--- config.mk ---
export PLATFORM = sky130hd
export DESIGN_NAME = pixel_layer_blend
export DESIGN_NICKNAME = d
export VERILOG_FILES = /design/src/rtl/core/plb_pkg.sv /design/src/rtl/core/plb_lane.sv /design/src/rtl/core/pixel_layer_blend.sv
export SDC_FILE = /design/constraint.sdc
export NUM_CORES = 2
export LEC_CHECK = 0
export ABC_AREA = 1
export BUFFER_PORTS_ARGS = -buffer_cell sky130_fd_sc_hd__buf_2
export CAP_MARGIN = 20
export CORE_UTILIZATION = 64
export CTS_BUF_LIST = sky130_fd_sc_hd__clkbuf_4 sky130_fd_sc_hd__clkbuf_8
export CTS_CLUSTER_DIAMETER = 30
export DETAILED_ROUTE_END_ITERATION = 10
export GPL_ROUTABILITY_DRIVEN = 0
export PLACE_DENSITY = 0.87
export SLEW_MARGIN = 20
export SYNTH_ARGS = -nofsm -noshare
export SYNTH_HDL_FRONTEND = slang
export SYNTH_SLANG_ARGS = --single-unit
--- constraint.sdc ---
create_clock -name clk -period 15.5 [get_ports clk]
set_input_delay 0.775 -clock clk [delete_from_list [all_inputs] [get_ports clk]]
set_output_delay 0.775 -clock clk [all_outputs]
set_load 0.005 [all_outputs]
--- src/rtl/core/plb_pkg.sv ---
// Package for the pixel layer blend block: widths, blend mode and register codes,
// and the lane control struct. Used by plb_lane and pixel_layer_blend.
`default_nettype none
package plb_pkg;

  localparam int unsigned PixW     = 32;
  localparam int unsigned LaneW    = 8;
  localparam int unsigned NumLanes = PixW / LaneW;
  localparam int unsigned WeightW  = 7;
  localparam int unsigned TgtW     = 11;
  localparam int unsigned CfgIdxW  = 2;
  localparam int unsigned CfgDataW = 8;
  localparam int unsigned ModeW    = 4;

  typedef enum logic [ModeW-1:0] {
    MODE_ALPHA     = 4'd0,
    MODE_ADD       = 4'd1,
    MODE_SUB       = 4'd2,
    MODE_MUL       = 4'd3,
    MODE_SCREEN    = 4'd4,
    MODE_OVERLAY   = 4'd5,
    MODE_HARDLIGHT = 4'd6,
    MODE_LIGHTEN   = 4'd7,
    MODE_DARKEN    = 4'd8,
    MODE_DIFF      = 4'd9,
    MODE_DIFF5     = 4'd10,
    MODE_EXCL      = 4'd11
  } blend_mode_t;

  typedef enum logic [CfgIdxW-1:0] {
    REG_BLEND_MODE = 2'd0,
    REG_OPA_EN     = 2'd1,
    REG_OPACITY    = 2'd2,
    REG_KEEP_ALPHA = 2'd3
  } cfg_reg_t;

  localparam logic [LaneW-1:0] OpacityReset = 8'hFF;

  typedef struct packed {
    logic en_a;
    logic en_b;
  } lane_ctrl_t;

endpackage
`default_nettype wire

--- src/rtl/core/plb_lane.sv ---
// One byte lane of the layer blend: product, target and mix stages.
// Depends on plb_pkg; the weight stages live in the top level.
`default_nettype none
module plb_lane (
  input  wire logic                     clk,
  input  wire plb_pkg::lane_ctrl_t      ctrl,
  input  wire logic [plb_pkg::ModeW-1:0]   mode,
  input  wire logic [plb_pkg::LaneW-1:0]   s_in,
  input  wire logic [plb_pkg::LaneW-1:0]   d_in,
  input  wire logic [plb_pkg::WeightW-1:0] w_a,
  input  wire logic [plb_pkg::WeightW-1:0] w_b,
  output logic      [plb_pkg::LaneW-1:0]   lane_out,
  output logic      [plb_pkg::LaneW-1:0]   d_out
);

  logic [plb_pkg::LaneW-1:0]     s_a_r, d_a_r, d_b_r;
  logic [2*plb_pkg::LaneW-1:0]   p_a_r;
  logic [plb_pkg::TgtW-1:0]      t_b_r, t_nxt;
  logic [plb_pkg::LaneW+plb_pkg::WeightW-1:0] sw_b_r, sw_nxt;

  logic [plb_pkg::LaneW:0]       sum;
  logic [plb_pkg::LaneW:0]       p7;
  logic [plb_pkg::LaneW-1:0]     p8;
  logic [plb_pkg::LaneW-1:0]     sel;
  logic [plb_pkg::TgtW-1:0]      t_hi;

  logic [plb_pkg::TgtW-1:0]      delta;
  logic signed [plb_pkg::TgtW+plb_pkg::LaneW-1:0] prod;
  logic [plb_pkg::LaneW-1:0]     mixed;
  logic [plb_pkg::LaneW-1:0]     sw_hi;
  logic [plb_pkg::LaneW-1:0]     diff5;

  always_ff @(posedge clk) begin
    if (ctrl.en_a) begin
      s_a_r <= s_in;
      d_a_r <= d_in;
      p_a_r <= s_in * d_in;
    end
    if (ctrl.en_b) begin
      t_b_r  <= t_nxt;
      d_b_r  <= d_a_r;
      sw_b_r <= sw_nxt;
    end
  end

  assign sum    = {1'b0, s_a_r} + {1'b0, d_a_r};
  assign p7     = p_a_r[15:7];
  assign p8     = p_a_r[15:8];
  assign sel    = (mode == plb_pkg::MODE_OVERLAY) ? d_a_r : s_a_r;
  assign t_hi   = {sum, 1'b0} + 11'(0) - 11'(p7) - 11'd255;
  assign sw_nxt = s_a_r * w_a;

  always_comb begin
    unique case (mode)
      plb_pkg::MODE_ALPHA:  t_nxt = 11'(s_a_r);
      plb_pkg::MODE_ADD:    t_nxt = (sum > 9'd255) ? 11'd255 : 11'(sum);
      plb_pkg::MODE_SUB:    t_nxt = (sum > 9'd255) ? 11'(sum - 9'd255) : 11'd0;
      plb_pkg::MODE_MUL:    t_nxt = 11'(p8);
      plb_pkg::MODE_SCREEN: t_nxt = 11'(sum) - 11'(p8);
      plb_pkg::MODE_OVERLAY, plb_pkg::MODE_HARDLIGHT: begin
        if (sel < 8'd128) begin
          t_nxt = 11'(p7);
        end else if (!t_hi[10] && (t_hi > 11'd255)) begin
          t_nxt = 11'd255;
        end else begin
          t_nxt = t_hi;
        end
      end
      plb_pkg::MODE_LIGHTEN: t_nxt = 11'((s_a_r > d_a_r) ? s_a_r : d_a_r);
      plb_pkg::MODE_DARKEN:  t_nxt = 11'((s_a_r < d_a_r) ? s_a_r : d_a_r);
      plb_pkg::MODE_DIFF:
        t_nxt = 11'((s_a_r > d_a_r) ? (s_a_r - d_a_r) : (d_a_r - s_a_r));
      plb_pkg::MODE_EXCL:    t_nxt = 11'(sum) - 11'(p7);
      default:               t_nxt = 11'(d_a_r);
    endcase
  end

  assign delta = t_b_r - 11'(d_b_r);
  assign prod  = $signed(delta) * $signed({1'b0, w_b});
  assign mixed = d_b_r + prod[14:7];
  assign sw_hi = sw_b_r[14:7];
  assign diff5 = (sw_hi > d_b_r) ? (sw_hi - d_b_r) : (d_b_r - sw_hi);

  always_comb begin
    if (mode == plb_pkg::MODE_DIFF5) begin
      lane_out = diff5;
    end else if (mode > plb_pkg::MODE_EXCL) begin
      lane_out = d_b_r;
    end else begin
      lane_out = mixed;
    end
  end

  assign d_out = d_b_r;

endmodule
`default_nettype wire

--- src/rtl/core/pixel_layer_blend.sv ---
// Pixel layer blend top level: configuration registers, weight stages,
// four byte lanes and the merging output register. Depends on plb_pkg and plb_lane.
//
// Usage: a request on the in_ channel carries a destination and a source
// ARGB8888 pixel plus a span-end flag. Each request gives exactly one result
// on the out_ channel, in order, with the flag copied to out_last_out.
// The pipeline has three register stages: weight and lane products, the blend
// target, and the merged output register, which drives out_valid. One request is
// taken every cycle while results are being taken. The stage depth is set by
// the two multiplications in each lane (source times destination, then the
// signed difference times the weight), each followed by a register.
// When the receiver holds out_ready low, the stages in front of the output
// keep filling, so up to two more requests are accepted before in_ready falls.
// The cfg_ channel writes the four configuration registers and is always ready;
// the user must write it only while no request is in flight (not enforced here).
// Reset (rst_n low, synchronous) empties the pipeline and restores the
// registers: alpha mode, opacity off, opacity 255, alpha lane blended.
`default_nettype none
module pixel_layer_blend (
  input  wire logic                          clk,
  input  wire logic                          rst_n,
  input  wire logic                          in_valid,
  output logic                               in_ready,
  input  wire logic [plb_pkg::PixW-1:0]      in_dest_pixel,
  input  wire logic [plb_pkg::PixW-1:0]      in_src_pixel,
  input  wire logic                          in_last_pixel,
  output logic                               out_valid,
  input  wire logic                          out_ready,
  output logic      [plb_pkg::PixW-1:0]      out_result_pixel,
  output logic                               out_last_out,
  input  wire logic                          cfg_valid,
  output logic                               cfg_ready,
  input  wire logic [plb_pkg::CfgIdxW-1:0]   cfg_index,
  input  wire logic [plb_pkg::CfgDataW-1:0]  cfg_data
);

  localparam int unsigned NL = plb_pkg::NumLanes;
  localparam int unsigned LW = plb_pkg::LaneW;

  logic [plb_pkg::ModeW-1:0] mode_r;
  logic                      opa_en_r;
  logic [LW-1:0]             opacity_r;
  logic                      keep_alpha_r;

  logic v_a_r, v_b_r, out_valid_r;
  logic ready_a, ready_b, ready_c;
  plb_pkg::lane_ctrl_t ctrl;

  logic [plb_pkg::WeightW-1:0] w_raw, w_nxt, w_a_r, w_b_r;
  logic [plb_pkg::WeightW+LW-1:0] w_prod;
  logic last_a_r, last_b_r, last_out_r;
  logic [plb_pkg::PixW-1:0] result_r, result_nxt;

  logic [LW-1:0] lane_res [NL];
  logic [LW-1:0] lane_d   [NL];

  assign cfg_ready = 1'b1;

  always_ff @(posedge clk) begin
    if (!rst_n) begin
      mode_r       <= plb_pkg::MODE_ALPHA;
      opa_en_r     <= 1'b0;
      opacity_r    <= plb_pkg::OpacityReset;
      keep_alpha_r <= 1'b0;
    end else if (cfg_valid) begin
      unique case (cfg_index)
        plb_pkg::REG_BLEND_MODE: mode_r       <= cfg_data[plb_pkg::ModeW-1:0];
        plb_pkg::REG_OPA_EN:     opa_en_r     <= cfg_data[0];
        plb_pkg::REG_OPACITY:    opacity_r    <= cfg_data;
        plb_pkg::REG_KEEP_ALPHA: keep_alpha_r <= cfg_data[0];
        default: ;
      endcase
    end
  end

  assign ready_c  = !out_valid_r || out_ready;
  assign ready_b  = !v_b_r || ready_c;
  assign ready_a  = !v_a_r || ready_b;
  assign in_ready = ready_a;

  assign ctrl.en_a = in_valid && ready_a;
  assign ctrl.en_b = v_a_r && ready_b;

  always_ff @(posedge clk) begin
    if (!rst_n) begin
      v_a_r       <= 1'b0;
      v_b_r       <= 1'b0;
      out_valid_r <= 1'b0;
    end else begin
      if (ready_a) begin
        v_a_r <= in_valid;
      end
      if (ready_b) begin
        v_b_r <= v_a_r;
      end
      if (ready_c) begin
        out_valid_r <= v_b_r;
      end
    end
  end

  assign w_raw  = in_src_pixel[plb_pkg::PixW-1 -: plb_pkg::WeightW];
  assign w_prod = w_raw * opacity_r;
  assign w_nxt  = opa_en_r ? w_prod[plb_pkg::WeightW+LW-1 -: plb_pkg::WeightW] : w_raw;

  always_ff @(posedge clk) begin
    if (ctrl.en_a) begin
      w_a_r    <= w_nxt;
      last_a_r <= in_last_pixel;
    end
    if (ctrl.en_b) begin
      w_b_r    <= w_a_r;
      last_b_r <= last_a_r;
    end
    if (v_b_r && ready_c) begin
      result_r   <= result_nxt;
      last_out_r <= last_b_r;
    end
  end

  for (genvar i = 0; i < NL; i++) begin : g_lane
    plb_lane u_lane (
      .clk      (clk),
      .ctrl     (ctrl),
      .mode     (mode_r),
      .s_in     (in_src_pixel[i*LW +: LW]),
      .d_in     (in_dest_pixel[i*LW +: LW]),
      .w_a      (w_a_r),
      .w_b      (w_b_r),
      .lane_out (lane_res[i]),
      .d_out    (lane_d[i])
    );
  end

  always_comb begin
    for (int i = 0; i < NL; i++) begin
      result_nxt[i*LW +: LW] = lane_res[i];
    end
    if (keep_alpha_r) begin
      result_nxt[(NL-1)*LW +: LW] = lane_d[NL-1];
    end
  end

  assign out_valid        = out_valid_r;
  assign out_result_pixel = result_r;
  assign out_last_out     = last_out_r;

  a_ready_only_when_full: assert property (@(posedge clk) disable iff (!rst_n)
    !in_ready |-> (v_a_r && v_b_r && out_valid_r))
    else $error("input stalled while a pipeline stage is empty");

  a_mid_stage_holds: assert property (@(posedge clk) disable iff (!rst_n)
    (v_b_r && !ready_c) |=> v_b_r)
    else $error("target stage dropped a stalled request");

  a_out_loaded: assert property (@(posedge clk) disable iff (!rst_n)
    (v_b_r && ready_c) |=> out_valid_r)
    else $error("advancing request did not reach the output register");

endmodule
`default_nettype wire
==> metrics.md <==
| Metric | Value |
|---|---|
| Status | `completed` |
| Crit path DAT | `slightly below 8 ns` |
| Switching Share | `between 50% and 60%` |
| Clk_lat worst skew | `0.69 ns` |
| Comb pwr share | `between 80 and 90%` |
| Setup_tns | `0 ns` |
| Total grt overflow | `0` |
| EDFF count, synth | `257` |
| Crit start category | `flip-flop` |
| Top cells by area, synth | `fa_1, ha_1, edfxtp_1` |
| Die Wd | `about 290 µm` |
| Vias in the first global route | `45458` |
| Min Tclk post-route | `roughly 7.5 ns` |
| Largest area contributor in the netlist | `fa_1` |
| Post-synthesis sequential area ratio | `between 10% and 20%` |
| Power Dens Cells | `between 200 and 250 nW/µm²` |
| Yosys top cell area share | `between 20% and 30%` |
| Total Power | `roughly 0.012 W` |
| Max Cap Violations | `0` |
| Slew HR | `roughly 28%` |
| Number of fillers in the final layout | `6235` |
| Starting Density | `64.58%` |
| # resized after CTS | `0` |
| IO Port Bufs | `between 100 and 150` |
| Multiplexer share of the synthesized area | `0.01927%` |
| CP peak stage delay | `0.55 ns` |
| Adder-cell share of the synthesized area | `between 30% and 40%` |
| Final Setup Violations | `0` |
| H-tree levels | `2` |
| Worst Skew | `approximately 0.058 ns` |
| Unique masters post-synth | `80` |
| Post-synthesis compound-gate area fraction | `12.40%` |
| Worst Setup Path Type | `reg -> reg` |
| Final slew viol count | `0` |
| Sw power | `around 0.0066 W` |
| Site Rows | `approximately 100` |
| CTS tree | `yes` |
| Crit. End Element | `flip-flop` |
| Commonest non-fill, non-tap cell in the layout | `inv_1` |
| R2R Path End | `out_result_pixel[15]` |
| Final WL | `136500 µm` |
| Worst reg2reg startpoint | `g_lane[1].u_lane.d_out[1]` |
| RSZ-0062 raised after global routing | `no` |
| Final Hold Fails | `0` |
| Final period utilization | `around half` |
| Slew @ Worst Pin | `1.076 ns` |
| Post-synthesis xor/xnor area fraction | `approximately 3.9%` |
| Initial antenna violation count | `6` |
| Synth Cell Area | `approximately 52000 µm²` |
| Total CTS buffers | `55` |
| Vias | `between 40000 and 50000` |
| GRT met2 Usage | `between 50% and 60%` |
| M1 GR Usage | `44.22%` |
| Syn Area/Cell | `approximately 7.7 µm²` |
| Die height | `286.9 µm` |
| Core Area | `80420 µm²` |
| Sequential share of power | `approximately an eighth` |
| Worst Hold End | `last_a_r` |
| Post-Synth Simple-Gate Area | `17.53%` |
| Net count after synthesis | `8110` |
| Antenna viol nets, final | `0` |
| Root Buffer | `clkbuf_8` |
| Leading cell types in the layout, fill and taps excluded | `inv_1, nand2_1, ha_1` |
| Fmax | `0.1331 GHz` |
| Dominant synthesized flop cell | `edfxtp_1` |
| Int Pwr | `approximately 0.0056 W` |
| DIE AREA | `between 80000 and 90000 µm²` |
| Largest net degree at the start of global routing | `82` |
| Initial DRC Count | `~5500` |
| Clock slew at reported path FFs | `0.07 ns` |
| R2R setup slack | `about 8.0 ns` |
| Setup bufs post-CTS | `0` |
| Yosys reg bits | `around 270` |
| Worst Path Required | `around 16 ns` |
| Hold-fix buffer count after cts | `0` |
| First-pass GRT wire length | `223400 µm` |
| Min-delay src | `in_last_pixel` |
| Hold Path Stages | `1` |
| Clock Sinks | `~270` |
| Leak pwr | `between 20 and 30 nW` |
| Gr busiest metal | `met2` |
| Final #Nets | `between 8000 and 9000` |
| Area Overhead vs Synth | `4.715%` |
| Top-Level Pins | `around 120` |
| Post-Synthesis Cells | `between 6000 and 7000` |
| Met3 Use GR | `between 6 and 7%` |
| Drt drc | `0` |
| CP most frequent cell | `nand2_1` |
| Peak VDD IR | `~0.00025 V` |
| WL/cell | `between 15 and 20 µm` |
| Total GRT Usage | `33.43%` |
| Vias/cell | `5.876` |
| Worst Hold Class | `in -> reg` |
| CTS Buffer Depth | `3` |
| Drt pass-1 iters | `10` |
| YS warnings | `0` |
| R2R depth | `36` |
| Synth async-reset ratio | `0%` |
| Largest family of logic cells by synthesized area | `adder cells` |
| CP max-delay cell | `fa_1` |
| Max Fanout on Critical Path | `7` |
| Layout cells sized above 1 | `under 10%` |
| HPWL after DPL | `between 100000 and 150000 µm` |
| Clock share of power | `6.7%` |
sequential cells by signal (all words and copies together), names as in the netlist, 4 cells and up:
register / flops
g_lane.u_lane.d_a_r: 32
g_lane.u_lane.d_out: 32
g_lane.u_lane.p_a_r: 36
g_lane.u_lane.s_a_r: 32
g_lane.u_lane.sw_b_r: 32
g_lane.u_lane.t_b_r: 44
mode_r: 4
opacity_r: 8
out_result_pixel: 32
w_a_r: 7
w_b_r: 7
per-layer routing:
metal | part of all wire [%] | wire length [µm]
met1 | 39 | 52920
met4 | 4.4 | 5957
met3 | 12 | 15870
met2 | 45 | 61700
met5 | 0.021 | 28
power by group through the flow:
stage                     Combinational [W]  Sequential, W  Clock, W
final                               0.00993        0.00145  0.000822
after global routing                 0.0112        0.00146  0.000862
after CTS                           0.00975        0.00144  0.000832
after detailed placement            0.00960        0.00146         0
after global placement              0.00921        0.00145         0
after floorplan                     0.00736        0.00140         0
worst max-delay path: cells and delay by family (launching register included):
family	cells	cell delay (ns)
fa+ha+maj	7	3.03
simple gates	17	1.79
compound gates	5	0.96
flops	1	0.54
xor+xnor	2	0.53
buf+inv	5	0.38
metrics by stage:
step / hold WS, ns / instance area, µm² / worst slack [ns] / utilization, % / cells
after global placement: 0.4010 / 53160 / 8.417 / 66.10 / 7757
after global routing: 0.2690 / 54380 / 7.464 / 67.62 / 7858
final: 0.2907 / 54390 / 7.987 / 67.63 / 7860
after floorplan: 0.4003 / 51940 / 8.982 / - / 6775
after detailed placement: 0.4144 / 53160 / 8.199 / 66.10 / 7757
after CTS: 0.2600 / 54370 / 8.111 / 67.61 / 7856
synth_stat cells, drive strengths merged, types with 24 or more instances:
master / n
or2: 37
fa: 528
edfxtp: 257
ha: 727
a31oi: 32
o211ai: 42
inv: 1495
nor2: 492
nor3: 55
o21bai: 39
o21ai: 323
clkbuf: 179
nand4: 57
buf: 52
nand3: 223
xor2: 143
nand2: 1303
a221oi: 24
a21oi: 464
xnor2: 76
a21o: 34
cell families (layout without fill, tap and decap cells):
family,Yosys count,in the layout
AOI/OAI and AO/OA,1093,1093
xor gates and xnor gates,219,219
adders and majority gates,1255,1255
buffers and inverters,1734,1755
DFF,274,274
muxes,1,1
other,1,5
and+or+nand+nor,2198,2198
area by class of cell:
type / count / area [µm²] / share of cell area [%]
well taps: 1060 / 1326 / 2.439
clock buffers: 61 / 808.3 / 1.486
clock inverters: 38 / 406.6 / 0.7477
flip-flops and latches: 274 / 8058 / 14.82
inverters: 1503 / 5653 / 10.39
repair buffers: 153 / 863.3 / 1.587
diodes: 4 / 10.01 / 0.01840
multi-input cells: 4767 / 37260 / 68.51
worst max path at each step:
stage / end / cells past startpoint / slack [ns] / from
2_1_floorplan: out_result_pixel[15] / 37 / 8.98 / g_lane[1].u_lane.d_out[1]
3_3_place_gp: out_result_pixel[15] / 38 / 8.42 / g_lane[1].u_lane.d_out[1]
3_5_place_dp: out_result_pixel[15] / 38 / 8.20 / g_lane[1].u_lane.d_out[2]
4_1_cts: out_result_pixel[15] / 36 / 8.11 / g_lane[1].u_lane.d_out[1]
5_1_grt: out_result_pixel[15] / 36 / 7.46 / g_lane[1].u_lane.d_out[1]
6_report: out_result_pixel[15] / 36 / 7.99 / g_lane[1].u_lane.d_out[1]
Power figures use the tool's default switching activity.
